File: src/sv/hmpf_pkg.sv
package hmpf_pkg;

	localparam int SAMPLES_DEF = 9;
	localparam int CM_W = 10;
	localparam int FRONT_W = 12;
	localparam int COORD_W = 12;
	localparam int QUEUE_DEPTH = 2;

	localparam int CFG_INDEX_W = 2;
	localparam int CFG_DATA_W = 10;

	// Configuration register indexes.
	localparam logic [CFG_INDEX_W-1:0] REG_HEADING = 2'd0;
	localparam logic [CFG_INDEX_W-1:0] REG_ARENA_LENGTH = 2'd1;
	localparam logic [CFG_INDEX_W-1:0] REG_ARENA_WIDTH = 2'd2;
	localparam logic [CFG_INDEX_W-1:0] REG_MAX_RANGE = 2'd3;

	// Headings in quarter turns.
	localparam logic [1:0] HDG_0 = 2'd0;
	localparam logic [1:0] HDG_1 = 2'd1;
	localparam logic [1:0] HDG_2 = 2'd2;
	localparam logic [1:0] HDG_3 = 2'd3;

	localparam logic [CM_W-1:0] ARENA_LENGTH_RST = 10'd247;
	localparam logic [CM_W-1:0] ARENA_WIDTH_RST = 10'd267;
	localparam logic [CM_W-1:0] MAX_RANGE_RST = 10'd450;

	// Wall distance minus 12.5 cm, truncated toward zero.
	localparam logic signed [FRONT_W-1:0] WALL_MARGIN_HI = 12'sd13;
	localparam logic signed [FRONT_W-1:0] WALL_MARGIN_LO = 12'sd12;
	localparam logic signed [FRONT_W-1:0] FRONT_OFFSET = 12'sd12;
	localparam logic [COORD_W-1:0] SIDE_OFFSET = 12'd9;
	localparam logic [COORD_W-1:0] SIDE_OFFSET_HDG_2 = 12'd8;

	typedef struct packed {
		logic [CM_W-1:0] front_left_cm;
		logic [CM_W-1:0] front_right_cm;
		logic [CM_W-1:0] left_cm;
		logic [CM_W-1:0] right_cm;
	} sample_t;

	typedef struct packed {
		logic signed [COORD_W-1:0] coord_x;
		logic signed [COORD_W-1:0] coord_y;
	} position_t;

	typedef struct packed {
		logic [1:0] heading;
		logic [CM_W-1:0] arena_length;
		logic [CM_W-1:0] arena_width;
		logic [CM_W-1:0] max_range;
	} cfg_t;

	typedef struct packed {
		logic signed [FRONT_W-1:0] front_val;
		logic front_keep;
		logic [CM_W-1:0] side_val;
		logic side_keep;
	} entry_t;

	typedef enum logic [1:0] {
		ST_COLLECT,
		ST_SORT,
		ST_EMIT
	} back_state_t;

endpackage

File: src/sv/hmpf_front.sv
module hmpf_front (
	input hmpf_pkg::sample_t sample,
	input hmpf_pkg::cfg_t cfg,
	output hmpf_pkg::entry_t entry
);
	import hmpf_pkg::*;

	logic [CM_W-1:0] near;
	logic [CM_W-1:0] wall;
	logic signed [FRONT_W-1:0] diff;
	logic signed [FRONT_W-1:0] front_val;
	logic [CM_W-1:0] side_val;

	// A tie between the front sensors takes the right one.
	assign near = (sample.front_left_cm < sample.front_right_cm) ?
		sample.front_left_cm : sample.front_right_cm;
	assign wall = (cfg.heading == HDG_0) ? cfg.arena_length : cfg.arena_width;
	assign diff = $signed({2'b00, wall}) - $signed({2'b00, near});

	always_comb begin
		unique case (cfg.heading) inside
			HDG_0, HDG_1: begin
				front_val = (diff >= WALL_MARGIN_HI) ? diff - WALL_MARGIN_HI :
					diff - WALL_MARGIN_LO;
			end
			default: begin
				front_val = $signed({2'b00, near}) + FRONT_OFFSET;
			end
		endcase
		unique case (cfg.heading) inside
			HDG_0, HDG_3: side_val = sample.left_cm;
			default: side_val = sample.right_cm;
		endcase
	end

	assign entry.front_val = front_val;
	assign entry.front_keep = front_val <= $signed({2'b00, cfg.max_range});
	assign entry.side_val = side_val;
	assign entry.side_keep = side_val <= cfg.max_range;

endmodule

File: src/sv/hmpf_queue.sv
module hmpf_queue (
	input logic clk,
	input logic arst_n,
	input logic push,
	input hmpf_pkg::entry_t push_entry,
	output logic full,
	input logic pop,
	output hmpf_pkg::entry_t pop_entry,
	output logic empty
);
	import hmpf_pkg::*;

	localparam int PTR_W = (QUEUE_DEPTH > 1) ? $clog2(QUEUE_DEPTH) : 1;
	localparam int CNT_W = $clog2(QUEUE_DEPTH + 1);

	entry_t slot_q [QUEUE_DEPTH];
	logic [PTR_W-1:0] wr_ptr_q;
	logic [PTR_W-1:0] rd_ptr_q;
	logic [CNT_W-1:0] count_q;

	assign full = (count_q == CNT_W'(QUEUE_DEPTH));
	assign empty = (count_q == '0);
	assign pop_entry = slot_q[rd_ptr_q];

	function automatic logic [PTR_W-1:0] next_ptr(input logic [PTR_W-1:0] ptr);
		next_ptr = (ptr == PTR_W'(QUEUE_DEPTH - 1)) ? '0 : ptr + 1'b1;
	endfunction

	always_ff @(posedge clk or negedge arst_n) begin
		if (!arst_n) begin
			wr_ptr_q <= '0;
			rd_ptr_q <= '0;
			count_q <= '0;
		end else begin
			if (push) wr_ptr_q <= next_ptr(wr_ptr_q);
			if (pop) rd_ptr_q <= next_ptr(rd_ptr_q);
			if (push && !pop) count_q <= count_q + 1'b1;
			else if (pop && !push) count_q <= count_q - 1'b1;
		end
	end

	always_ff @(posedge clk) begin
		if (push) slot_q[wr_ptr_q] <= push_entry;
	end

endmodule

File: src/sv/hmpf_back.sv
module hmpf_back #(
	parameter int SAMPLES = hmpf_pkg::SAMPLES_DEF
) (
	input logic clk,
	input logic arst_n,
	input hmpf_pkg::cfg_t cfg,
	input hmpf_pkg::entry_t entry,
	input logic empty,
	output logic pop,
	output logic pos_valid,
	input logic pos_stall,
	output hmpf_pkg::position_t pos
);
	import hmpf_pkg::*;

	localparam int CNT_W = $clog2(SAMPLES + 1);
	localparam int IDX_W = $clog2(SAMPLES);
	localparam int MID = SAMPLES / 2;

	back_state_t state_q, state_d;
	logic [CNT_W-1:0] front_cnt_q, side_cnt_q, front_cnt_d, side_cnt_d;
	logic [CNT_W-1:0] pass_q;
	logic front_take, side_take;
	logic emit;
	logic last_pass;

	logic signed [FRONT_W-1:0] front_q [SAMPLES];
	logic [CM_W-1:0] side_q [SAMPLES];
	logic signed [FRONT_W-1:0] front_swap [SAMPLES];
	logic [CM_W-1:0] side_swap [SAMPLES];

	logic [COORD_W-1:0] side_pos;
	position_t pos_d;
	logic pos_valid_q;
	position_t pos_q;

	assign pop = (state_q == ST_COLLECT) && !empty;
	assign front_take = pop && entry.front_keep && (front_cnt_q != CNT_W'(SAMPLES));
	assign side_take = pop && entry.side_keep && (side_cnt_q != CNT_W'(SAMPLES));
	assign front_cnt_d = front_cnt_q + CNT_W'(front_take);
	assign side_cnt_d = side_cnt_q + CNT_W'(side_take);
	assign last_pass = (pass_q == CNT_W'(SAMPLES - 1));

	always_comb begin
		state_d = state_q;
		emit = 1'b0;
		unique case (state_q)
			ST_COLLECT: begin
				if (pop && front_cnt_d == CNT_W'(SAMPLES) && side_cnt_d == CNT_W'(SAMPLES))
					state_d = ST_SORT;
			end
			ST_SORT: begin
				if (last_pass) state_d = ST_EMIT;
			end
			ST_EMIT: begin
				emit = !pos_valid_q || !pos_stall;
				if (emit) state_d = ST_COLLECT;
			end
			default: state_d = ST_COLLECT;
		endcase
	end

	always_ff @(posedge clk or negedge arst_n) begin
		if (!arst_n) begin
			state_q <= ST_COLLECT;
			front_cnt_q <= '0;
			side_cnt_q <= '0;
			pass_q <= '0;
			pos_valid_q <= 1'b0;
		end else begin
			state_q <= state_d;
			if (emit) begin
				front_cnt_q <= '0;
				side_cnt_q <= '0;
			end else begin
				front_cnt_q <= front_cnt_d;
				side_cnt_q <= side_cnt_d;
			end
			if (state_q == ST_SORT) pass_q <= last_pass ? '0 : pass_q + 1'b1;
			if (emit) pos_valid_q <= 1'b1;
			else if (!pos_stall) pos_valid_q <= 1'b0;
		end
	end

	// One odd-even transposition pass per cycle; SAMPLES passes leave both
	// channels in descending order.
	always_comb begin
		front_swap = front_q;
		side_swap = side_q;
		for (int j = 0; j < SAMPLES - 1; j++) begin
			if (((j % 2) == 1) == pass_q[0]) begin
				if (front_q[j] < front_q[j+1]) begin
					front_swap[j] = front_q[j+1];
					front_swap[j+1] = front_q[j];
				end
				if (side_q[j] < side_q[j+1]) begin
					side_swap[j] = side_q[j+1];
					side_swap[j+1] = side_q[j];
				end
			end
		end
	end

	always_ff @(posedge clk) begin
		if (state_q == ST_SORT) begin
			front_q <= front_swap;
			side_q <= side_swap;
		end else begin
			if (front_take) front_q[front_cnt_q[IDX_W-1:0]] <= entry.front_val;
			if (side_take) side_q[side_cnt_q[IDX_W-1:0]] <= entry.side_val;
		end
	end

	always_comb begin
		side_pos = {{(COORD_W - CM_W){1'b0}}, side_q[MID]} +
			((cfg.heading == HDG_2) ? SIDE_OFFSET_HDG_2 : SIDE_OFFSET);
		unique case (cfg.heading) inside
			HDG_0, HDG_2: begin
				pos_d.coord_x = $signed(side_pos);
				pos_d.coord_y = front_q[MID];
			end
			default: begin
				pos_d.coord_x = front_q[MID];
				pos_d.coord_y = $signed(side_pos);
			end
		endcase
	end

	always_ff @(posedge clk) begin
		if (emit) pos_q <= pos_d;
	end

	assign pos_valid = pos_valid_q;
	assign pos = pos_q;

endmodule

File: src/sv/heading_median_position_filter_unit.sv
// Position filter for a robot in a rectangular arena. Each accepted sample item
// carries four range readings; the front reading is mapped by the heading
// register to a wall distance and the side reading is taken as is, and each
// channel keeps values no larger than max_range until it holds SAMPLES of them.
// When both channels are full, one position item is produced with the medians
// as coord_x and coord_y, and collection starts over. Sample items are taken
// one per cycle into a two-entry queue while it has room; the collecting side
// drains one item per cycle, and each completed set is then sorted, one sort
// pass per cycle over the stored samples, before the output load, during which
// the queue absorbs new items until it fills. A result waiting in the output
// register holds back the next result and the collection behind it. Configuration
// writes are always accepted and should be made only while the filter is idle.
module heading_median_position_filter_unit #(
	parameter int SAMPLES = hmpf_pkg::SAMPLES_DEF
) (
	input logic clk,
	input logic arst_n,
	input logic sample_valid,
	output logic sample_stall,
	input hmpf_pkg::sample_t sample,
	output logic pos_valid,
	input logic pos_stall,
	output hmpf_pkg::position_t pos,
	input logic cfg_valid,
	output logic cfg_ready,
	input logic [hmpf_pkg::CFG_INDEX_W-1:0] cfg_index,
	input logic [hmpf_pkg::CFG_DATA_W-1:0] cfg_data
);
	import hmpf_pkg::*;

	cfg_t cfg_q;
	entry_t push_entry;
	entry_t pop_entry;
	logic q_full, q_empty, q_pop;

	assign cfg_ready = 1'b1;

	always_ff @(posedge clk or negedge arst_n) begin
		if (!arst_n) begin
			cfg_q.heading <= HDG_0;
			cfg_q.arena_length <= ARENA_LENGTH_RST;
			cfg_q.arena_width <= ARENA_WIDTH_RST;
			cfg_q.max_range <= MAX_RANGE_RST;
		end else if (cfg_valid && cfg_ready) begin
			unique case (cfg_index)
				REG_HEADING: cfg_q.heading <= cfg_data[1:0];
				REG_ARENA_LENGTH: cfg_q.arena_length <= cfg_data[CM_W-1:0];
				REG_ARENA_WIDTH: cfg_q.arena_width <= cfg_data[CM_W-1:0];
				REG_MAX_RANGE: cfg_q.max_range <= cfg_data[CM_W-1:0];
				default: ;
			endcase
		end
	end

	assign sample_stall = q_full;

	hmpf_front u_front (
		.sample(sample),
		.cfg(cfg_q),
		.entry(push_entry)
	);

	hmpf_queue u_queue (
		.clk(clk),
		.arst_n(arst_n),
		.push(sample_valid && !q_full),
		.push_entry(push_entry),
		.full(q_full),
		.pop(q_pop),
		.pop_entry(pop_entry),
		.empty(q_empty)
	);

	hmpf_back #(
		.SAMPLES(SAMPLES)
	) u_back (
		.clk(clk),
		.arst_n(arst_n),
		.cfg(cfg_q),
		.entry(pop_entry),
		.empty(q_empty),
		.pop(q_pop),
		.pos_valid(pos_valid),
		.pos_stall(pos_stall),
		.pos(pos)
	);

endmodule

File: config.mk
export PLATFORM = sky130hd
export DESIGN_NAME = heading_median_position_filter_unit
export DESIGN_NICKNAME = d
export VERILOG_FILES = /design/src/sv/hmpf_pkg.sv /design/src/sv/hmpf_front.sv /design/src/sv/hmpf_queue.sv /design/src/sv/hmpf_back.sv /design/src/sv/heading_median_position_filter_unit.sv
export SDC_FILE = /design/constraint.sdc
export NUM_CORES = 1
export LEC_CHECK = 0
export ABC_AREA = 1
export BUFFER_PORTS_ARGS = -buffer_cell sky130_fd_sc_hd__buf_4
export CAP_MARGIN = 10
export CORE_UTILIZATION = 50
export DETAILED_ROUTE_END_ITERATION = 6
export PLACE_DENSITY = 0.7
export SYNTH_ARGS = -nofsm -noshare
export SYNTH_HDL_FRONTEND = slang
export SYNTH_SLANG_ARGS = --single-unit
File: constraint.sdc
create_clock -name clk -period 13.1 [get_ports clk]
set_clock_uncertainty 0.05 [all_clocks]
set_input_delay 1.31 -clock clk [delete_from_list [all_inputs] [get_ports clk]]
set_output_delay 1.31 -clock clk [all_outputs]
set_load 0.05 [all_outputs]
==> run metrics, run 1 <==
gr usage total 27.2%; max_slew headroom 14.8%; Cell Int Power 3.22 mW; Fmax 0.160 GHz; Die Area 0.0452 mm²; hpwl dp 44900 µm; HP Start cfg_q[2]; Tcrit/Tclk final 47.9%; Logic pwr share 52.3%; Clock Path Buffers 3; run status finished clean; Max Cap Viol 0; EDFF count, synth 270; Tmin final 6.27 ns; global-route wire length before repair 96900 µm; CP max stage delay 0.45 ns; worst r2r src cfg_q[30]; syn avg cell area 8.51 µm²; WL per Instance 18.7 µm; CTS Hold Bufs 0; worst slew pin tran 1.24 ns; sequential-to-total area share from yosys stat 42.4%; post-synthesis register bit count 321; # Post-CTS Setup Buffers 0; async set or reset register ratio after synthesis 15.9%; Critical path origin sample[25]; Primary FF master, synth edfxtp_1; Mapped Area 0.0222 mm²; cts repair resizes 0; Hold Path Class flip-flop to flip-flop; TritonCTS Buffers 38; initial DRC count 1863; Routed WL 60700 µm; layout net count 2910; CP arrival 6.62 ns; Data required, critical path 13.46 ns; Setup Crit Path Kind input pin to flip-flop; root buffer cell clkbuf_16; CP Max Fanout 19; via/cell ratio 5.88; Clock Pin Slew Worst Setup and Hold Paths 0.06 ns; Crit. End Element flip-flop; fraction of layout cells with a size suffix above 1 8.55%; initial antenna violation count 0; Starting Density 51.1%; CP Launch Type input pin; Reg power frac 30.0%; number of diodes 0; # IOs 84; Routed Antenna Nets 0; Clk pwr share 17.7%; Routability Congestion 0.916; Area Growth Syn to Fin 10.5%; routed via count 19.1k; Synth cell types 57; peak supply drop 113 µV; PortBufs 82; CTS tree built; Synth Net Count 2880; Pwr Density 248 mW/mm²; Core Region 0.0435 mm²; Final Hold Slack 0.438 ns; Rows 76; largest net degree at the start of global routing 62; die width 213 µm; Lkg Pwr 10.7 nW; H-tree depth 2; # DRC 0; setup tns final 0 ns; grt ovf 0; Switching Power 2.86 mW; Clock Latency Late Sink 0.57 ns; Hold Vio Cnt, Final 0; RSZ-0062 raised after global routing no; Post-Synthesis Cells 2608; Slew Viols, Final 0; Pre-Repair DR Iteration Count 6; vias in the first global route 18.3k; filler cell count 3934; sw frac 47.0%; Die H 213 µm; setup violators final 0; synth warn 0; CTS Sinks 321; slowest CP cell o21ai_0
## sequential cells by signal, summed over array words and instances, names as in the netlist
| name | cells |
|---|---|
| u_back.state_q | 2 |
| u_queue.count_q | 2 |
| cfg_q | 32 |
| u_back.pass_q | 4 |
| u_queue.rd_ptr_q | 1 |
| u_back.side_cnt_q | 4 |
| u_back.side_q | 90 |
| u_back.front_cnt_q | 4 |
| u_queue.wr_ptr_q | 1 |
| u_back.front_q | 108 |
| u_queue.slot_q | 48 |
| u_back.pos | 24 |
| u_back.pos_valid | 1 |
## power by group through the flow
stage	sequential [mW]	combinational, mW	clock (mW)
2_1_floorplan	1.74	2.31	0
3_3_place_gp	1.82	3.01	0
3_5_place_dp	1.83	3.10	0
4_1_cts	1.81	3.12	1.09
5_1_grt	1.85	3.57	1.13
6_report	1.82	3.18	1.08
## cell type report
| type | instances | area, µm² | share of cell area (%) |
|---|---|---|---|
| clock buffer | 49 | 1040 | 4.26 |
| clock inverter | 19 | 203 | 0.827 |
| inverter | 373 | 1400 | 5.71 |
| multi-input combinational | 1803 | 11000 | 44.7 |
| sequential | 321 | 9400 | 38.3 |
| tap | 585 | 732 | 2.98 |
| timing repair buffer | 101 | 778 | 3.17 |
## kinds of logic after synthesis
logic type / share of synthesized area, %
other: 0.0169
and+or+nand+nor: 12.8
muxes: 0.953
DFF: 42.4
AOI/OAI and AO/OA: 22.1
buffers and inverters: 8.26
xor gates and xnor gates: 1.39
adders and majority gates: 12.2
## per-stage QoR
| stage | power (mW) | cells | utilization (%) | worst slack (ns) | cell area [µm²] |
|---|---|---|---|---|---|
| after global placement | 4.83 | 3182 | 53.5 | 6.49 | 23200 |
| final | 6.08 | 3251 | 56.4 | 6.83 | 24500 |
| after global routing | 6.55 | 3251 | 56.4 | 6.42 | 24500 |
| after floorplan | 4.04 | 2608 | - | 7.01 | 22200 |
| after CTS | 6.02 | 3250 | 56.4 | 6.90 | 24500 |
| after detailed placement | 4.92 | 3182 | 53.5 | 6.35 | 23200 |
## synthesized netlist by cell type (6+ instances only)
| library cell | instances | area share, % |
|---|---|---|
| o21ai_1 | 10 | 0.23 |
| o22ai_1 | 139 | 3.9 |
| clkbuf_1 | 99 | 1.7 |
| xor2_1 | 24 | 0.95 |
| o221ai_1 | 17 | 0.67 |
| dfstp_2 | 15 | 1.8 |
| a21oi_1 | 206 | 4.6 |
| nand3b_1 | 6 | 0.20 |
| a21o_1 | 8 | 0.27 |
| nand3_1 | 74 | 1.7 |
| o21a_1 | 12 | 0.41 |
| nor3_1 | 18 | 0.41 |
| a21boi_0 | 7 | 0.24 |
| nand2_2 | 11 | 0.31 |
| a211oi_1 | 14 | 0.47 |
| o31ai_1 | 6 | 0.20 |
| xnor2_1 | 8 | 0.32 |
| nand4_1 | 16 | 0.45 |
| a21oi_2 | 6 | 0.24 |
| dfrtp_1 | 36 | 4.1 |
| inv_1 | 366 | 6.2 |
| nor2_1 | 111 | 1.9 |
| buf_1 | 9 | 0.15 |
| ha_1 | 214 | 12 |
| nand2_4 | 6 | 0.30 |
| o21ai_0 | 388 | 8.8 |
| edfxtp_1 | 270 | 37 |
| nand2_1 | 402 | 6.8 |
| o211ai_1 | 46 | 1.6 |
| mux2_2 | 9 | 0.46 |
| mux2i_1 | 11 | 0.50 |
## metal layers
layer  track usage [%]  wire length [µm]  vias to the layer above
li1                  -                 -                     9269
met1              36.3             26300                     8922
met2              43.3             27400                      784
met3              3.72              4340                      143
met4              13.8              2710                        0
met5                 0                 0                        -
## critical path: cells and delay by family
family / cells / cell delay [ns]
AO/OA/AOI/OAI: 8 / 1.91
XOR/XNOR: 1 / 0.38
adder cells (fa/ha/maj): 4 / 1.21
buffers and inverters: 5 / 0.42
AND/OR/NAND/NOR: 13 / 1.39
## layout by cell type, fill, tap and decap left out, types with 3 or more instances in the layout
cell       instances
nand2_1          402
o21ai_0          388
inv_1            365
edfxtp_1         270
ha_1             214
a21oi_1          206
o22ai_1          139
nor2_1           109
buf_4            100
nand3_1           74
o211ai_1          46
clkbuf_16         40
dfrtp_1           36
xor2_1            24
nor3_1            18
o221ai_1          17
nand4_1           16
dfstp_2           15
a211oi_1          14
o21a_1            12
nand2_2           11
mux2i_1           11
o21ai_1           10
clkinv_1           9
mux2_2             9
a21o_1             8
xnor2_1            8
clkinv_2           8
clkbuf_1           8
nand2_4            6
nand3b_1           6
o31ai_1            6
a21oi_2            6
a21boi_0           6
nand3_2            5
nor2_2             4
bufinv_16          4
o21ai_2            3
## path summary, 6_finish.rpt
kind	slack, ns	endpoint	depth (start not counted)
worst max-delay path	6.83	u_queue.slot_q[1][11]	31
max in group asynchronous	11.84	u_back.pass_q[2]	1
worst max register to register	7.32	u_queue.slot_q[1][11]	28
worst min register to register	0.44	cfg_q[2]	2
worst min-delay path	0.44	cfg_q[2]	2
min in group asynchronous	0.74	cfg_q[28]	1
(Power assumes the default switching activity.)
==> run 2: changes to the inputs <==
PLACE_DENSITY = 0.72   (was 0.7)
clock period = 5.7 ns   (was 13.1 ns; I/O delays follow)
==> run metrics, run 2 (synthesized netlist as in run 1, its figures left out) <==
max_slew headroom 21.5%; Tcrit/Tclk final 92.5%; slowest CP cell dfrtp_1; hpwl dp 44700 µm; Buf/Inv on CP 5; Area Growth Syn to Fin 10.4%; most frequent cells in the layout 402 x nand2_1, 387 x o21ai_0, 365 x inv_1, 270 x edfxtp_1, 213 x ha_1; Routed WL 61200 µm; Tot Pwr 13.9 mW; layout net count 2920; # Post-CTS Setup Buffers 0; gr usage total 27.3%; CP arrival 5.51 ns; Largest register FFs 108; peak supply drop 236 µV; Starting Density 51.1%; worst slew pin tran 1.14 ns; Fmax 0.190 GHz; Top reg by flops u_back.front_q; initial antenna violation count 0; Pwr Density 567 mW/mm²; Slew Viols, Final 0; fraction of layout cells with a size suffix above 1 8.71%; via/cell ratio 6.00; CP delay by family, top simple AND/OR/NAND/NOR gates; initial DRC count 2118; number of diodes 0; die width 213 µm; CP max stage delay 0.40 ns; RSZ-0062 raised after global routing no; setup violators final 0; Top Registers u_back.front_q x108, u_back.side_q x90, u_queue.slot_q x48; Hold Path Class input pin to flip-flop; Lkg Pwr 10.7 nW; Setup Crit Path Kind flip-flop to flip-flop; H-tree depth 2; grt ovf 0; # DRC 0; run status finished clean; Data required, critical path 5.94 ns; filler cell count 3856; largest net degree at the start of global routing 81; Clock Pin Slew Worst Setup and Hold Paths 0.06 ns; Max Cap Viol 0; Crit. End Element flip-flop; Die H 213 µm; Clock Latency Late Sink 0.58 ns; vias in the first global route 18.7k; HP Start cfg_data[6]; Core Region 0.0435 mm²; worst r2r src cfg_q[30]; root buffer cell clkbuf_16; commonest non-fill, non-tap cell in the layout nand2_1; CTS Sinks 321; routed via count 19.6k; Rows 76; Critical path origin cfg_q[30]; Routed Antenna Nets 0; global-route wire length before repair 97800 µm; Tmin final 5.27 ns; # IOs 84; TritonCTS Buffers 38; setup tns final 0 ns; Routability Congestion 0.925; CP most frequent cell nand2_1; CTS tree built; PortBufs 82; Hold Vio Cnt, Final 0; Die Area 0.0452 mm²; WL per Instance 18.8 µm; Pre-Repair DR Iteration Count 7; Clock Path Buffers 3; CP Max Fanout 14; CP Launch Type flip-flop
[run 2: changes by cell type in the layout (fill, tap and decap cells not counted), moves of 2 or more]
cell,change
buf_4,+10
clkinv_1,+5
bufinv_16,-2
clkbuf_16,-2
[run 2: cell type report]
type	count	area (µm²)	area share, %
clock inverter	21	179	0.730
timing repair buffer	111	836	3.41
sequential	321	9400	38.4
tap	585	732	2.99
multi-input combinational	1803	11000	44.7
clock buffer	47	995	4.06
inverter	373	1400	5.72
[run 2: per-stage QoR]
stage	hold slack (ns)	instance area [µm²]	setup slack [ns]	util (%)	cells
2_1_floorplan	0.224	22200	0.347	-	2608
3_3_place_gp	0.418	23300	0.213	53.7	3192
3_5_place_dp	0.424	23300	0.0302	53.7	3192
4_1_cts	0.229	24500	0.317	56.4	3261
5_1_grt	0.233	24500	0.0184	56.4	3261
6_report	0.249	24500	0.426	56.4	3261
[run 2: layer usage]
metal | share of wire [%] | vias to the layer above | global-route usage, %
met1 | 41 | 9169 | 35.5
met3 | 8.5 | 176 | 4.31
met2 | 46 | 968 | 44.6
met4 | 4.5 | 0 | 12.5
li1 | - | 9266 | -
met5 | 0 | - | 0
[run 2: power by group]
part	total (mW)	internal [mW]	switching (mW)	leakage, nW
logic	7.35	2.31	5.04	6.96
registers	4.19	3.62	0.567	3.12
clock network	2.36	1.34	1.02	0.574
total	13.9	7.28	6.62	10.7
[run 2: worst register-to-register path, delay by kind of cell (launching register included)]
kind / cells / cell delay (ns)
and+or+nand+nor: 18 / 1.76
adders and majority gates: 3 / 0.99
DFF: 1 / 0.40
AOI/OAI and AO/OA: 7 / 1.12
buffers and inverters: 5 / 0.71
[run 2: final timing paths]
kind	end	slack [ns]	depth (start not counted)
worst max register to register	u_queue.slot_q[0][11]	0.43	33
max in group asynchronous	u_back.pass_q[2]	4.63	2
min in group asynchronous	cfg_q[14]	0.53	2
worst min-delay path	cfg_q[6]	0.25	3
worst min register to register	cfg_q[9]	0.43	2
worst max-delay path	u_queue.slot_q[0][11]	0.43	33
[run 2: timing repair]
action,CTS,global route
gates resized for setup,0,2
endpoints found under the hold margin,25,0
endpoints found under the setup margin,0,2
hold buffers,1,0
